`config.mk`:
```
export PLATFORM = sky130hd
export DESIGN_NAME = mbap_frame_deframer_top
export DESIGN_NICKNAME = d
export VERILOG_FILES = /design/src/rtl/mbap_pkg.sv /design/src/rtl/mbap_front.sv /design/src/rtl/mbap_fifo.sv /design/src/rtl/mbap_back.sv /design/src/rtl/mbap_frame_deframer_top.sv
export SDC_FILE = /design/constraint.sdc
export NUM_CORES = 1
export LEC_CHECK = 0
export ABC_AREA = 0
export BUFFER_PORTS_ARGS = -buffer_cell sky130_fd_sc_hd__buf_2
export CORE_MARGIN = 4
export CORE_UTILIZATION = 45
export CTS_CLUSTER_SIZE = 40
export DETAILED_ROUTE_END_ITERATION = 7
export PLACE_DENSITY_LB_ADDON = 0.15
export SLEW_MARGIN = 10
export SYNTH_ARGS = -nofsm -noshare
export SYNTH_HDL_FRONTEND = slang
export SYNTH_SLANG_ARGS = --single-unit
```
`constraint.sdc`:
```
create_clock -name i_clk -period 9.38 [get_ports i_clk]
set_clock_uncertainty 0.2 [all_clocks]
set_input_delay 1.407 -clock i_clk [delete_from_list [all_inputs] [get_ports i_clk]]
set_output_delay 1.407 -clock i_clk [all_outputs]
set_load 0.01 [all_outputs]
```
`src/rtl/mbap_pkg.sv`:
```
package mbap_pkg;

    localparam int HDR_LEN   = 6;
    localparam int MIN_LEN   = 2;
    localparam int BYTE_BITS = 8;
    localparam int MAX_FRAME = 260;
    localparam int LEN_W     = 9;
    localparam int QDEPTH    = 4;

    typedef struct packed {
        logic                 op;
        logic [BYTE_BITS-1:0] data_byte;
    } t_in_item;

    typedef struct packed {
        logic                 kind;
        logic [BYTE_BITS-1:0] frame_byte;
        logic                 first_of_frame;
        logic                 last_of_frame;
        logic [LEN_W-1:0]     frame_length;
    } t_out_item;

    // input op codes
    localparam logic OP_DATA  = 1'b0;
    localparam logic OP_ABORT = 1'b1;

    // output kind codes
    localparam logic KIND_FRAME = 1'b0;
    localparam logic KIND_ERROR = 1'b1;

    typedef enum logic [1:0] {
        CMD_ERR,
        CMD_HDR,
        CMD_BODY
    } t_cmd;

    // one queued job for the back end
    typedef struct packed {
        t_cmd                                cmd;
        logic [HDR_LEN-1:0][BYTE_BITS-1:0]   bytes;
        logic [LEN_W-1:0]                    total;
        logic                                last;
    } t_cmd_item;

endpackage

```
`src/rtl/mbap_front.sv`:
```
module mbap_front (
    input  logic                i_clk,
    input  logic                i_rst_n,
    input  logic                i_in_valid,
    output logic                o_in_ready,
    input  mbap_pkg::t_in_item  i_in_data,
    input  logic                i_q_full,
    output logic                o_q_push,
    output mbap_pkg::t_cmd_item o_q_item
);

    localparam int HDR_STORE = mbap_pkg::HDR_LEN - 1;
    localparam int LW        = mbap_pkg::LEN_W;
    localparam int BW        = mbap_pkg::BYTE_BITS;

    logic [BW-1:0] r_hdr [HDR_STORE];
    logic [LW-1:0] r_seen, n_seen;
    logic [LW-1:0] r_total, n_total;
    logic          hdr_we;
    logic          acc;
    logic [2*BW-1:0] len_field;
    logic [2*BW:0]   total_wide;
    logic [LW-1:0]   seen_inc;

    assign o_in_ready = !i_q_full;
    assign acc        = i_in_valid && o_in_ready;
    assign len_field  = {r_hdr[HDR_STORE-1], i_in_data.data_byte};
    assign total_wide = (2*BW+1)'(mbap_pkg::HDR_LEN) + (2*BW+1)'(len_field);
    assign seen_inc   = r_seen + LW'(1);

    always_comb begin
        n_seen   = r_seen;
        n_total  = r_total;
        hdr_we   = 1'b0;
        o_q_push = 1'b0;
        o_q_item.cmd   = mbap_pkg::CMD_BODY;
        o_q_item.bytes = '0;
        o_q_item.total = r_total;
        o_q_item.last  = 1'b0;
        if (acc) begin
            if (i_in_data.op == mbap_pkg::OP_ABORT) begin
                n_seen  = '0;
                n_total = '0;
            end else if (r_total == '0) begin
                if (r_seen < LW'(HDR_STORE)) begin
                    hdr_we = 1'b1;
                    n_seen = seen_inc;
                end else if (len_field < (2*BW)'(mbap_pkg::MIN_LEN) ||
                             total_wide > (2*BW+1)'(mbap_pkg::MAX_FRAME)) begin
                    // bad length field: drop header and hunt again
                    n_seen       = '0;
                    o_q_push     = 1'b1;
                    o_q_item.cmd = mbap_pkg::CMD_ERR;
                end else begin
                    n_total        = total_wide[LW-1:0];
                    n_seen         = LW'(mbap_pkg::HDR_LEN);
                    o_q_push       = 1'b1;
                    o_q_item.cmd   = mbap_pkg::CMD_HDR;
                    o_q_item.total = total_wide[LW-1:0];
                    o_q_item.bytes = {i_in_data.data_byte, r_hdr[4], r_hdr[3],
                                      r_hdr[2], r_hdr[1], r_hdr[0]};
                end
            end else begin
                o_q_push          = 1'b1;
                o_q_item.cmd      = mbap_pkg::CMD_BODY;
                o_q_item.bytes[0] = i_in_data.data_byte;
                o_q_item.last     = (seen_inc >= r_total);
                if (seen_inc >= r_total) begin
                    n_seen  = '0;
                    n_total = '0;
                end else begin
                    n_seen = seen_inc;
                end
            end
        end
    end

    always_ff @(posedge i_clk) begin
        if (!i_rst_n) begin
            r_seen  <= '0;
            r_total <= '0;
        end else begin
            r_seen  <= n_seen;
            r_total <= n_total;
        end
    end

    always_ff @(posedge i_clk) begin
        if (hdr_we) begin
            r_hdr[r_seen[2:0]] <= i_in_data.data_byte;
        end
    end

endmodule

```
`src/rtl/mbap_fifo.sv`:
```
module mbap_fifo (
    input  logic                i_clk,
    input  logic                i_rst_n,
    input  logic                i_push,
    input  mbap_pkg::t_cmd_item i_item,
    output logic                o_full,
    input  logic                i_pop,
    output logic                o_valid,
    output mbap_pkg::t_cmd_item o_item
);

    localparam int DEPTH = mbap_pkg::QDEPTH;
    localparam int PW    = $clog2(DEPTH);
    localparam int CW    = $clog2(DEPTH + 1);

    mbap_pkg::t_cmd_item r_mem [DEPTH];
    logic [PW-1:0] r_wr, r_rd;
    logic [CW-1:0] r_cnt;
    logic          do_push, do_pop;

    assign o_full  = (r_cnt == CW'(DEPTH));
    assign o_valid = (r_cnt != '0);
    assign o_item  = r_mem[r_rd];
    assign do_push = i_push && !o_full;
    assign do_pop  = i_pop && o_valid;

    always_ff @(posedge i_clk) begin
        if (!i_rst_n) begin
            r_wr  <= '0;
            r_rd  <= '0;
            r_cnt <= '0;
        end else begin
            if (do_push) begin
                r_wr <= (r_wr == PW'(DEPTH - 1)) ? '0 : r_wr + PW'(1);
            end
            if (do_pop) begin
                r_rd <= (r_rd == PW'(DEPTH - 1)) ? '0 : r_rd + PW'(1);
            end
            if (do_push && !do_pop) begin
                r_cnt <= r_cnt + CW'(1);
            end else if (do_pop && !do_push) begin
                r_cnt <= r_cnt - CW'(1);
            end
        end
    end

    always_ff @(posedge i_clk) begin
        if (do_push) begin
            r_mem[r_wr] <= i_item;
        end
    end

endmodule

```
`src/rtl/mbap_back.sv`:
```
module mbap_back (
    input  logic                i_clk,
    input  logic                i_rst_n,
    input  logic                i_q_valid,
    input  mbap_pkg::t_cmd_item i_q_item,
    output logic                o_q_pop,
    output logic                o_out_valid,
    input  logic                i_out_ready,
    output mbap_pkg::t_out_item o_out_data
);

    logic [2:0]          r_idx, n_idx;
    logic                r_out_valid;
    mbap_pkg::t_out_item r_out, n_out;
    logic                load;

    // refill the output register when it is empty or being taken
    assign load        = i_q_valid && (!r_out_valid || i_out_ready);
    assign o_out_valid = r_out_valid;
    assign o_out_data  = r_out;

    always_comb begin
        n_idx   = r_idx;
        o_q_pop = 1'b0;
        n_out.kind           = mbap_pkg::KIND_FRAME;
        n_out.frame_byte     = i_q_item.bytes[0];
        n_out.first_of_frame = 1'b0;
        n_out.last_of_frame  = i_q_item.last;
        n_out.frame_length   = i_q_item.total;
        if (load) begin
            case (i_q_item.cmd)
                mbap_pkg::CMD_ERR: begin
                    n_out.kind          = mbap_pkg::KIND_ERROR;
                    n_out.frame_byte    = '0;
                    n_out.last_of_frame = 1'b1;
                    n_out.frame_length  = '0;
                    o_q_pop             = 1'b1;
                end
                mbap_pkg::CMD_HDR: begin
                    // header leaves one byte per cycle from the queued copy unless the output stalls
                    n_out.frame_byte     = i_q_item.bytes[r_idx];
                    n_out.first_of_frame = (r_idx == '0);
                    n_out.last_of_frame  = 1'b0;
                    if (r_idx == 3'(mbap_pkg::HDR_LEN - 1)) begin
                        n_idx   = '0;
                        o_q_pop = 1'b1;
                    end else begin
                        n_idx = r_idx + 3'd1;
                    end
                end
                default: begin
                    o_q_pop = 1'b1;
                end
            endcase
        end
    end

    always_ff @(posedge i_clk) begin
        if (!i_rst_n) begin
            r_idx       <= '0;
            r_out_valid <= 1'b0;
        end else begin
            r_idx <= n_idx;
            if (load) begin
                r_out_valid <= 1'b1;
            end else if (i_out_ready) begin
                r_out_valid <= 1'b0;
            end
        end
    end

    always_ff @(posedge i_clk) begin
        if (load) begin
            r_out <= n_out;
        end
    end

endmodule

```
`src/rtl/mbap_frame_deframer_top.sv`:
```
// channel  | direction | handshake                | payload
// ---------+-----------+--------------------------+---------------------------
// in       | input     | i_in_valid / o_in_ready  | i_in_data  (op, data_byte)
// out      | output    | o_out_valid / i_out_ready| o_out_data (kind .. length)
//
// input takes one item per cycle while the 4-entry job queue has room
// a good header leaves as six output items, one per cycle unless the sink stalls; body bytes and errors one each
// the output register holds one result; its sink sets the output rate
// synchronous active-low reset clears counters, queue pointers and output valid
// the held header bytes are not reset: each is written before it is read
module mbap_frame_deframer_top (
    input  logic                i_clk,
    input  logic                i_rst_n,
    input  logic                i_in_valid,
    output logic                o_in_ready,
    input  mbap_pkg::t_in_item  i_in_data,
    output logic                o_out_valid,
    input  logic                i_out_ready,
    output mbap_pkg::t_out_item o_out_data
);

    logic                q_push, q_full, q_pop, q_valid;
    mbap_pkg::t_cmd_item q_wr_item, q_rd_item;

    mbap_front u_front (
        .i_clk      (i_clk),
        .i_rst_n    (i_rst_n),
        .i_in_valid (i_in_valid),
        .o_in_ready (o_in_ready),
        .i_in_data  (i_in_data),
        .i_q_full   (q_full),
        .o_q_push   (q_push),
        .o_q_item   (q_wr_item)
    );

    mbap_fifo u_fifo (
        .i_clk   (i_clk),
        .i_rst_n (i_rst_n),
        .i_push  (q_push),
        .i_item  (q_wr_item),
        .o_full  (q_full),
        .i_pop   (q_pop),
        .o_valid (q_valid),
        .o_item  (q_rd_item)
    );

    mbap_back u_back (
        .i_clk       (i_clk),
        .i_rst_n     (i_rst_n),
        .i_q_valid   (q_valid),
        .i_q_item    (q_rd_item),
        .o_q_pop     (q_pop),
        .o_out_valid (o_out_valid),
        .i_out_ready (i_out_ready),
        .o_out_data  (o_out_data)
    );

endmodule

```
==> results.ini, run 1 <==
[status]
status=finished clean

[clock_network]
cts_hold_buf=0
clkSlewWorstSetupHoldPaths_ns=0.06
cts_buffer_depth=3
clock-sinks=331
postCtsSetupBuffers=0
cts_inserted_buffers=36
cts_max_level=2
worstSkewPairLatency_ns=0.51
cts_tree=built
cts_resized=0
cts_root_buf=clkbuf_16

[timing]
tns_ns=0
drv_slew=0
slew_headroom_pct=16.9
max_freq_mhz=221
final.period_utilization_pct=48.3
rsz0062_at_grt=false
final_hold_viol_count=0
worst_pin_slew_ns=1.24
fin_crit_ns=4.53
finalSetupViolations=0

[yosys]
async_flop_share_pct=0
yosys.area.top_type_share_pct=65.6
yosys-top-cells-area=edfxtp_1 (66%), mux4_2 (11%), dfxtp_1 (4.5%), ha_1 (1.6%), and2_1 (1.5%)
synth_cell_type_count=65
ys.flop_type=edfxtp_1
syn_avg_cell_area_sq_um=17.4
ys_seq_elements=331
syn_inst=788
netlist_area_sq_um=13700
yosysTopAreaCell=edfxtp_1
seq_area_frac_synth_pct=70.2
synth_edf_count=300
yosysWarnings=0

[grt]
grt_pass1_wl_mm=44.8
grt_pass1_vias=7570
grt_usage_pct=17.5
antenna_found_initial=0
grt_start_max_net_pins=61
grt-ovfl-total=0

[worst_setup_path]
cp-endpoint=u_front.r_total[7]$_SDFFE_PN0P_
r2r_slack_ns=4.85
worstReg2RegEnd=u_front.r_total[7]$_SDFFE_PN0P_
critPathMaxFanout=17
crit_type=reg -> reg
timing.rr.start=u_front.r_seen[0]$_SDFFE_PN0P_
r2r.worst_path.cells=12
crit_path_start=u_front.r_seen[0]$_SDFFE_PN0P_
required_ns=9.55
critPathArrivalTime_ns=4.70
cp-start-kind=register
cp-end-kind=register

[cells_and_area]
drive_above_1_share_pct=21.7
final_nets=884
area_growth_pct=13.2
final_core_util_pct=52.0
n_fill_cell=2396
num_antenna_cells=0
regArea_sq_um=9630
multi_input_area_sq_um=3910

[die]
rows=63
die_h_um=183
io_pins=35
die_width_um=183
core_area_sq_um=29900
design.die.area_sq_um=33400
initial_utilization_pct=45.9

[placement]
io_buffers=34
gp_congestion=0.841
dp_hpwl_mm=16.7

[pwr]
cellInternalPower_w=0.00242
p_leak_nw=4.69
power_frac_comb_pct=1.3
p_seq_share_pct=53.1
p_clk_share_pct=45.6
power.density_nw_per_um2=193
peakVddDrop_mv=0.133
p_sw_share_pct=19.3
p_sw_w=0.000581

[detailed_routing]
vias_per_cell=5.73
dr.pass1.iters=5
drtIter0Drc=551
drc_errors=0
wirelength_mm=29.1
wl_per_cell_um=22.9
ant_nets=0
via_count=7268

[worst_hold_path]
hold_class=reg -> reg

[run]
drv_cap=0

## power groups by stage
stage          clock network, W  logic (W)  registers, W
3_5_place_dp                  0  0.0000389       0.00162
6_report                0.00137  0.0000397       0.00159
2_1_floorplan                 0  0.0000227       0.00162
5_1_grt                 0.00147  0.0000434       0.00159
3_3_place_gp                  0  0.0000375       0.00162
4_1_cts                 0.00140  0.0000391       0.00159
## kinds of logic (layout without fill, tap and decap cells)
logic type | count (synthesis) | in the layout | synth area share, %
XOR/XNOR | 16 | 16 | 1.02
other | 1 | 28 | 0.0273
flip-flops | 331 | 331 | 70.2
AO/OA/AOI/OAI | 97 | 97 | 5.71
multiplexers | 80 | 80 | 12.0
AND/OR/NAND/NOR | 170 | 170 | 7.03
adder cells (fa/ha/maj) | 19 | 19 | 1.79
buffers and inverters | 74 | 138 | 2.23
## cells in the mapped netlist (3+ instances only)
cell type and instances:
a211oi_1 3, a21oi_1 11, a22o_1 19, a2bb2oi_1 4
a311oi_1 4, a31oi_1 5, and2_1 34, and3_1 14
buf_1 7, buf_2 5, clkbuf_1 29, dfxtp_1 31
edfxtp_1 300, ha_1 18, inv_1 29, mux2i_1 11
mux4_2 68, nand2_1 18, nand2b_1 4, nand3_1 13
nand3b_1 5, nand4_1 5, nor2_1 34, nor2b_1 12
nor3_1 5, nor4_1 9, o21ai_0 9, o21ai_2 4
o22ai_1 8, o2bb2ai_2 5, o41ai_1 7, or4_1 4
xnor2_1 6, xor2_1 10
## how the worst min path moves through the flow
| stage | start | end | slack [ns] | cells after the start |
|---|---|---|---|---|
| after floorplan | u_fifo.r_rd[0]$_SDFFE_PN0P_ | register | 0.26 | 2 |
| after global placement | u_fifo.r_rd[0]$_SDFFE_PN0P_ | register | 0.26 | 2 |
| after detailed placement | u_fifo.r_rd[0]$_SDFFE_PN0P_ | register | 0.28 | 2 |
| after CTS | u_fifo.r_rd[0]$_SDFFE_PN0P_ | register | 0.29 | 2 |
| after global routing | u_fifo.r_rd[0]$_SDFFE_PN0P_ | register | 0.30 | 2 |
| final | u_fifo.r_rd[0]$_SDFFE_PN0P_ | register | 0.29 | 2 |
## critical path: stages, from the launching register on
cell	delay, ns
dfxtp_1	0.48
ha_1	0.31
and3_1	0.21
and3_1	0.26
xor2_1	0.20
ha_1	0.27
nand4_1	0.09
nor2_1	0.05
a2111oi_0	0.34
o21bai_1	0.26
o21ai_1	1.01
or4_1	0.60
o2bb2ai_2	0.12
## layer usage
metal | vias to the layer above | global-route usage [%] | wire length [um]
li1 | 3254 | - | -
met1 | 3728 | 23.8 | 12100
met2 | 241 | 29.3 | 14600
met3 | 45 | 3.01 | 1690
met4 | 0 | 5.19 | 704
met5 | - | 0 | 0
## area by class of cell
type | instances | share of cell area [%]
sequential | 331 | 62.0
timing repair buffer | 44 | 1.58
multi-input combinational | 410 | 25.2
clock inverter | 21 | 1.39
clock buffer | 44 | 5.99
tap | 390 | 3.14
inverter | 29 | 0.701
## flip-flops by register name, summed over array words and instances (netlist names), 3 cells and up, named ones only
register / count
u_back.o_out_data: 20
u_back.r_idx: 3
u_fifo.r_cnt: 3
u_fifo.r_mem: 240
u_front.r_hdr: 40
u_front.r_seen: 9
u_front.r_total: 9
## cell usage in the layout (no fill, tap or decap), types with 19 or more instances in the layout
cell / Yosys / layout
clkbuf_16: 0 / 36
dfxtp_1: 31 / 29
conb_1: 1 / 28
a22o_1: 19 / 19
and2_1: 34 / 34
inv_1: 29 / 29
nor2_1: 34 / 34
buf_2: 5 / 34
edfxtp_1: 300 / 300
mux4_2: 68 / 68
## metrics by stage
stage	power, W	hold slack, ns	std cells	worst slack, ns	instance area, sq um
floorplan	0.00165	0.263	815	5.15	13800
global placement	0.00166	0.262	1204	4.55	14400
detailed placement	0.00166	0.277	1204	4.40	14400
CTS	0.00303	0.286	1269	4.89	15500
global route	0.00311	0.301	1269	4.60	15500
finish	0.00300	0.286	1269	4.85	15500
No activity file was read; power rests on OpenSTA's default activity.
==> inputs of run 2 (changes only) <==
- ABC_AREA: 0 -> 1
- clock period: 9.38 -> 3.9 ns (I/O delays scaled with it)
==> run 2 against run 1 <==
  * Worst hold slack worse by 0.078 ns
  * Clock-buffer cell count up 2
  * Non-clock buffer count up 16
  * Worst setup slack worse by 4.1 ns
==> results.ini, run 2 <==
[grt]
grt_start_max_net_pins=107  ; was 61
grt_usage_pct=19.9  ; was 17.5%
grt_pass1_vias=9052  ; was 7570
grt-ovfl-total=0  ; unchanged
antenna_found_initial=0  ; unchanged
grt_pass1_wl_mm=52.8  ; was 44.8 mm

[die]
die_h_um=186  ; was 183 um
design.die.area_sq_um=34500  ; was 33400 sq um
io_pins=35  ; unchanged
die_width_um=186  ; was 183 um
core_area_sq_um=30900  ; was 29900 sq um
initial_utilization_pct=46.0  ; was 45.9%
rows=64  ; was 63

[pwr]
peakVddDrop_mv=0.367  ; was 0.133 mV
cellInternalPower_w=0.00736  ; was 0.00242 W
power_frac_comb_pct=29.6  ; was 1.3%
power.density_nw_per_um2=691  ; was 193 nW/um^2
p_sw_share_pct=34.3  ; was 19.3%
p_leak_nw=6.40  ; was 4.69 nW
power_w=0.0112  ; was 0.00300 W
p_seq_share_pct=41.1  ; was 53.1%
p_sw_w=0.00384  ; was 0.000581 W
p_clk_share_pct=29.3  ; was 45.6%

[cells_and_area]
n_fill_cell=2721  ; was 2396
area_growth_pct=14.0  ; was 13.2%
regArea_sq_um=9630  ; unchanged
num_antenna_cells=0  ; unchanged
final_nets=1409  ; was 884
layout_commonest_cell=edfxtp_1  ; unchanged
final_area_sq_um=16200  ; was 15500 sq um
top_register=u_fifo.r_mem  ; unchanged
final_core_util_pct=52.5  ; was 52.0%
drive_above_1_share_pct=10.5  ; was 21.7%
multi_input_area_sq_um=4000  ; was 3910 sq um
largest_reg_flops=240  ; unchanged
final_cell_mix=edfxtp_1 (300), nor2_1 (215), nand2_1 (195)  ; was edfxtp_1 (300), mux4_2 (68), clkbuf_16 (36)

[worst_setup_path]
required_ns=4.13  ; was 9.55 ns
cp-start-kind=register  ; unchanged
path_delay_family=simple AND/OR/NAND/NOR gates  ; was compound AO/OA/AOI/OAI gates
critPathArrivalTime_ns=3.42  ; was 4.70 ns
cp_slowest_cell=dfxtp_1  ; was o21ai_1
worst-path-buf-inv=2  ; was 0
cp-end-kind=register  ; unchanged
critPathMaxFanout=7  ; was 17
crit_type=reg -> reg  ; unchanged
crit_chain=ha_1 -> nand3_1 -> nand3b_1 -> nand3b_1 -> xor2_1 -> inv_1 -> ha_1 -> nand2_1 -> nor2_1 -> nand3b_1 -> nand4_1 -> nor2_1 -> nor2_1 -> nand2_2 -> inv_2 -> nor2_1 -> nor2_1  ; was ha_1 -> and3_1 -> and3_1 -> xor2_1 -> ha_1 -> nand4_1 -> nor2_1 -> a2111oi_0 -> o21bai_1 -> o21ai_1 -> or4_1 -> o2bb2ai_2
cp_common_cell=nor2_1
max_stage_delay_ns=0.40  ; was 1.01 ns

[yosys]
yosysMostFrequentCell=edfxtp_1  ; unchanged
syn_avg_cell_area_sq_um=10.9  ; was 17.4 sq um
yosys-top-cells-area=edfxtp_1 (63%), nor2_1 (5.8%), o21ai_0 (5.3%), nand2_1 (5.1%), dfxtp_1 (4.4%)  ; was edfxtp_1 (66%), mux4_2 (11%), dfxtp_1 (4.5%), ha_1 (1.6%), and2_1 (1.5%)
ys_seq_elements=331  ; unchanged
synth_edf_count=300  ; unchanged
yosys.area.top_type_share_pct=63.4  ; was 65.6%
ys.flop_type=edfxtp_1  ; unchanged
yosysWarnings=0  ; unchanged
synth_common_cells=edfxtp_1 (300), nor2_1 (219), nand2_1 (195)  ; was edfxtp_1 (300), mux4_2 (68), and2_1 (34), nor2_1 (34), dfxtp_1 (31)
syn_inst=1304  ; was 788
async_flop_share_pct=0  ; unchanged
synth_cell_type_count=42  ; was 65
netlist_area_sq_um=14200  ; was 13700 sq um
yosysTopAreaCell=edfxtp_1  ; unchanged
seq_area_frac_synth_pct=67.7  ; was 70.2%

[placement]
gp_congestion=0.866  ; was 0.841
dpl_cell_area_sq_um=15100  ; was 14400 sq um
dp_hpwl_mm=20.3  ; was 16.7 mm
io_buffers=34  ; unchanged

[clock_network]
cts_hold_buf=0  ; unchanged
worstSkewPairLatency_ns=0.51  ; about the same
cts_root_buf=clkbuf_16  ; unchanged
clkSlewWorstSetupHoldPaths_ns=0.06  ; about the same
cts_buffer_depth=3  ; unchanged
postCtsSetupBuffers=0  ; unchanged
cts_resized=0  ; unchanged
cts_max_level=2  ; unchanged
cts_inserted_buffers=36  ; unchanged
clock-sinks=331  ; unchanged
cts_tree=built  ; unchanged

[detailed_routing]
wirelength_mm=33.9  ; was 29.1 mm
ant_nets=0  ; unchanged
wl_per_cell_um=18.8  ; was 22.9 um
via_count=9545  ; was 7268
dr.pass1.iters=5  ; unchanged
drc_errors=0  ; unchanged
vias_per_cell=5.30  ; was 5.73
drtIter0Drc=841  ; was 551

[timing]
max_freq_mhz=314  ; was 221 MHz
fin_crit_ns=3.18  ; was 4.53 ns
final.period_utilization_pct=81.6  ; was 48.3%
final_hold_viol_count=0  ; unchanged
rsz0062_at_grt=false  ; unchanged
drv_slew=0  ; unchanged
slew_headroom_pct=38.7  ; was 16.9%
worst_pin_slew_ns=0.917  ; was 1.24 ns
finalSetupViolations=0  ; unchanged

[run]
drv_cap=0  ; unchanged

[status]
status=finished clean  ; unchanged

[worst_hold_path]
hold_class=in -> reg  ; was reg -> reg

[run 2: cell types whose count changed in the layout (fill, tap and decap cells not counted), moves of 33 or more]
cell / before / now
mux4_2: 68 / 0
o21ai_0: 9 / 150
nand2_1: 18 / 195
nor2_1: 34 / 215
o22ai_1: 8 / 56
inv_1: 29 / 127
and2_1: 34 / 1
[run 2: final cells by class]
class	instances	share of cell area (%)
Multi-Input combinational cell	816	24.6
Inverter	132	3.06
Tap cell	396	3.06
Timing Repair Buffer	60	2.72
Clock inverter	20	0.988
Sequential cell	331	59.4
Clock buffer	46	6.11
[run 2: power groups by stage]
stage          Sequential [W]  Combinational (W)  Clock, W
2_1_floorplan         0.00472            0.00215         0
3_3_place_gp          0.00467            0.00329         0
3_5_place_dp          0.00468            0.00332         0
4_1_cts               0.00461            0.00333   0.00335
5_1_grt               0.00464            0.00373   0.00352
6_report              0.00460            0.00331   0.00328
[run 2: routing by layer]
metal	track usage [%]	wire, um	vias to the layer above
met4	4.78	718	0
met3	3.26	1710	52
met5	0	0	-
met1	29.0	15800	4606
li1	-	-	4637
met2	31.8	15700	250
[run 2: logic make-up (layout without fill, tap and decap cells)]
logic type	after synthesis	count (layout)	synth area share, %
simple gates	495	495	14.3
flops	331	331	67.7
compound gates	265	265	10.5
buf+inv	184	258	5.19
fa+ha+maj	19	19	1.72
xor+xnor	9	9	0.554
other cells	1	28	0.0264
[run 2: worst paths after layout]
path                                        start                         endpoint  slack (ns)  cells past startpoint
setup / recovery   u_front.r_seen[1]$_SDFFE_PN0P_  u_front.r_total[4]$_SDFFE_PN0P_        0.72                     17
hold / removal                       i_in_data[2]    u_front.r_hdr[1][2]$_DFFE_PP_        0.21                      1
setup reg to reg   u_front.r_seen[1]$_SDFFE_PN0P_  u_front.r_total[4]$_SDFFE_PN0P_        0.72                     17
hold reg to reg   u_front.r_total[7]$_SDFFE_PN0P_  u_front.r_total[7]$_SDFFE_PN0P_        0.26                      2
[run 2: metrics by stage]
step | setup WS [ns] | instances | hold slack [ns] | TNS (ns)
after floorplan | -0.628 | 1331 | 0.239 | -150.64
after global placement | 0.676 | 1735 | 0.255 | 0
after detailed placement | 0.594 | 1735 | 0.257 | 0
after CTS | 0.724 | 1801 | 0.196 | 0
after global routing | 0.251 | 1801 | 0.219 | 0
final | 0.717 | 1801 | 0.209 | 0
==> inputs of run 3 (changes only) <==
- clock period: 3.9 -> 2.65 ns (I/O delays scaled with it)
==> run 3 against run 2 <==
  * The run now ends with negative setup slack left
  * Global-route usage rose by 0.54 points
  * First-iteration DRC count fell by 8.4%
  * Sequential cell count did not move
  * Core utilization rose by 3.9 points
  * Die area did not move
  * Sequential share of layout area fell by 4.1 points
  * Combinational power rose by 70%
  * Non-clock buffer count rose by 90
  * Final cell count rose by 4.8%
==> results.ini, run 3 (synthesized netlist as in run 2, its figures left out) <==
[status]
status=finished, violations left  ; was finished clean
violations=negative setup slack

[clock_network]
clkSlewWorstSetupHoldPaths_ns=0.06  ; about the same
clock-sinks=331  ; unchanged
worstSkewPairLatency_ns=0.51  ; about the same
cts_buffer_depth=3  ; unchanged
cts_max_level=2  ; unchanged
cts_tree=built  ; unchanged
cts_root_buf=clkbuf_16  ; unchanged
cts_inserted_buffers=36  ; unchanged

[die]
rows=64  ; unchanged
core_area_sq_um=30900  ; unchanged
die_width_um=186  ; unchanged
initial_utilization_pct=46.0  ; unchanged
io_pins=35  ; unchanged
design.die.area_sq_um=34500  ; unchanged
die_h_um=186  ; unchanged

[worst_setup_path]
cp_slowest_cell=dfxtp_2  ; was dfxtp_1
required_ns=2.86  ; was 4.13 ns
timing.rr.start=u_front.r_seen[1]$_SDFFE_PN0P_  ; unchanged
worstReg2RegEnd=u_front.r_total[4]$_SDFFE_PN0P_  ; unchanged
max_stage_delay_ns=0.36  ; was 0.40 ns
crit_chain=ha_4 -> nand3_2 -> nand3b_1 -> buf_4 -> xor2_1 -> inv_1 -> ha_4 -> nand2_1 -> nor2_4 -> nand3b_1 -> nand4_1 -> nor2_1 -> nor2_2 -> buf_6 -> nand3_1 -> nand2_1 -> nor2_1  ; was ha_1 -> nand3_1 -> nand3b_1 -> nand3b_1 -> xor2_1 -> inv_1 -> ha_1 -> nand2_1 -> nor2_1 -> nand3b_1 -> nand4_1 -> nor2_1 -> nor2_1 -> nand2_2 -> inv_2 -> nor2_1 -> nor2_1
critPathMaxFanout=6  ; was 7
cp-end-kind=register  ; unchanged
cp-start-kind=register  ; unchanged
r2r.worst_path.cells=17  ; unchanged
crit_type=reg -> reg  ; unchanged
cp-endpoint=u_front.r_total[4]$_SDFFE_PN0P_  ; unchanged
r2r_slack_ns=-0.08  ; was 0.72 ns
critPathArrivalTime_ns=2.94  ; was 3.42 ns
crit_path_start=u_front.r_seen[1]$_SDFFE_PN0P_  ; unchanged

[timing]
fin_crit_ns=2.73  ; was 3.18 ns
worst_pin_slew_ns=0.822  ; was 0.917 ns
max_freq_mhz=367  ; was 314 MHz
rsz0062_at_grt=true  ; was false
drv_slew=0  ; unchanged
finalSetupViolations=9  ; was 0
slew_headroom_pct=45.0  ; was 38.7%
finalWorstSetupSlack_ns=-0.0757  ; was 0.717 ns
final.period_utilization_pct=103  ; was 81.6%
final_hold_viol_count=0  ; unchanged

[placement]
gp_congestion=0.904  ; was 0.866
dp_hpwl_mm=21.9  ; was 20.3 mm
io_buffers=34  ; unchanged
dpl_cell_area_sq_um=15700  ; was 15100 sq um
dp.cells=1806  ; was 1735

[grt]
grt_pass1_wl_mm=54.3  ; was 52.8 mm
grt-ovfl-total=0  ; unchanged
grt_start_max_net_pins=59  ; was 107
antenna_found_initial=0  ; unchanged
grt_pass1_vias=9667  ; was 9052
grt_usage_pct=20.5  ; was 19.9%

[pwr]
peakVddDrop_mv=0.679  ; was 0.367 mV
power_w=0.0171  ; was 0.0112 W
power.density_nw_per_um2=981  ; was 691 nW/um^2
p_leak_nw=6.86  ; was 6.40 nW

[detailed_routing]
drc_errors=0  ; unchanged
vias_per_cell=5.23  ; was 5.30
wl_per_cell_um=18.5  ; was 18.8 um
dr.pass1.iters=5  ; unchanged
via_count=9871  ; was 9545
ant_nets=0  ; unchanged
drtIter0Drc=770  ; was 841
wirelength_mm=34.9  ; was 33.9 mm

[cells_and_area]
final_cells=1888  ; was 1801
num_antenna_cells=0  ; unchanged
n_fill_cell=2614  ; was 2721
final_cell_mix=edfxtp_1 (300), nand2_1 (190), nor2_1 (177)  ; was edfxtp_1 (300), nor2_1 (215), nand2_1 (195)
layout_commonest_cell=edfxtp_1  ; unchanged
final_area_sq_um=17400  ; was 16200 sq um
final_nets=1499  ; was 1409
largest_reg_flops=240  ; unchanged
drive_above_1_share_pct=20.5  ; was 10.5%
area_growth_pct=22.4  ; was 14.0%
top_register=u_fifo.r_mem  ; unchanged

[worst_hold_path]
hold_class=in -> reg  ; unchanged

[run]
drv_cap=0  ; unchanged

run 3: what timing repair did:
item | in CTS | in global routing
resized for setup | 22 | 91
pin swaps | 9 | 20
hold buffers | 4 | 0
buffers inserted | 7 | 8
gates cloned | 0 | 1
setup endpoints to repair | 23 | 221
hold endpoints to repair | 4 | 0
run 3: where the power goes:
part | internal [W] | switching (W)
combinational | 0.00193 | 0.00369
sequential | 0.00655 | 0.000216
clock | 0.00275 | 0.00194
run 3: layout make-up:
cell class	instances	area (sq um)	area share [%]
Clock inverter	18	144	0.827
Tap cell	396	495	2.85
Inverter	132	509	2.93
Clock buffer	45	956	5.49
Sequential cell	331	9640	55.4
Multi-Input combinational cell	816	4460	25.6
Timing Repair Buffer	150	1200	6.92
run 3: metrics by stage:
stage / utilization (%) / setup slack, ns / TNS, ns / hold slack (ns)
3_5_place_dp: 50.7 / -0.130 / -10.96 / 0.257
4_1_cts: 54.9 / -0.0348 / -0.172 / 0.00270
3_3_place_gp: 50.7 / -0.0912 / -4.88 / 0.252
6_report: 56.3 / -0.0757 / -0.492 / 0.0240
5_1_grt: 56.3 / -0.246 / -4.51 / 0.0171
2_1_floorplan: - / 0.00848 / 0 / 0.239
run 3: worst min path at each step:
stage	from	to	slack [ns]	cells past startpoint
4_1_cts	i_in_data[3]	u_front.r_hdr[4][3]$_DFFE_PP_	0.003	1
3_3_place_gp	u_front.r_total[7]$_SDFFE_PN0P_	u_front.r_total[7]$_SDFFE_PN0P_	0.25	2
6_report	i_in_data[3]	u_front.r_hdr[4][3]$_DFFE_PP_	0.02	1
2_1_floorplan	u_front.r_total[7]$_SDFFE_PN0P_	u_front.r_total[7]$_SDFFE_PN0P_	0.24	2
5_1_grt	i_in_data[3]	u_front.r_hdr[4][3]$_DFFE_PP_	0.02	1
3_5_place_dp	u_front.r_total[7]$_SDFFE_PN0P_	u_front.r_total[7]$_SDFFE_PN0P_	0.26	2
run 3: metal layers:
metal,GRT usage [%],up-vias,wire length [um]
met2,34.1,246,17000
met4,5.42,0,735
met5,0,-,0
li1,-,4812,-
met1,28.4,4755,15300
met3,3.09,58,1890
run 3: worst max-delay path, delay by kind of cell (launching register included):
family | cells | cell delay [ns]
flops | 1 | 0.36
simple gates | 11 | 1.11
fa+ha+maj | 2 | 0.43
buf+inv | 3 | 0.40
xor+xnor | 1 | 0.11
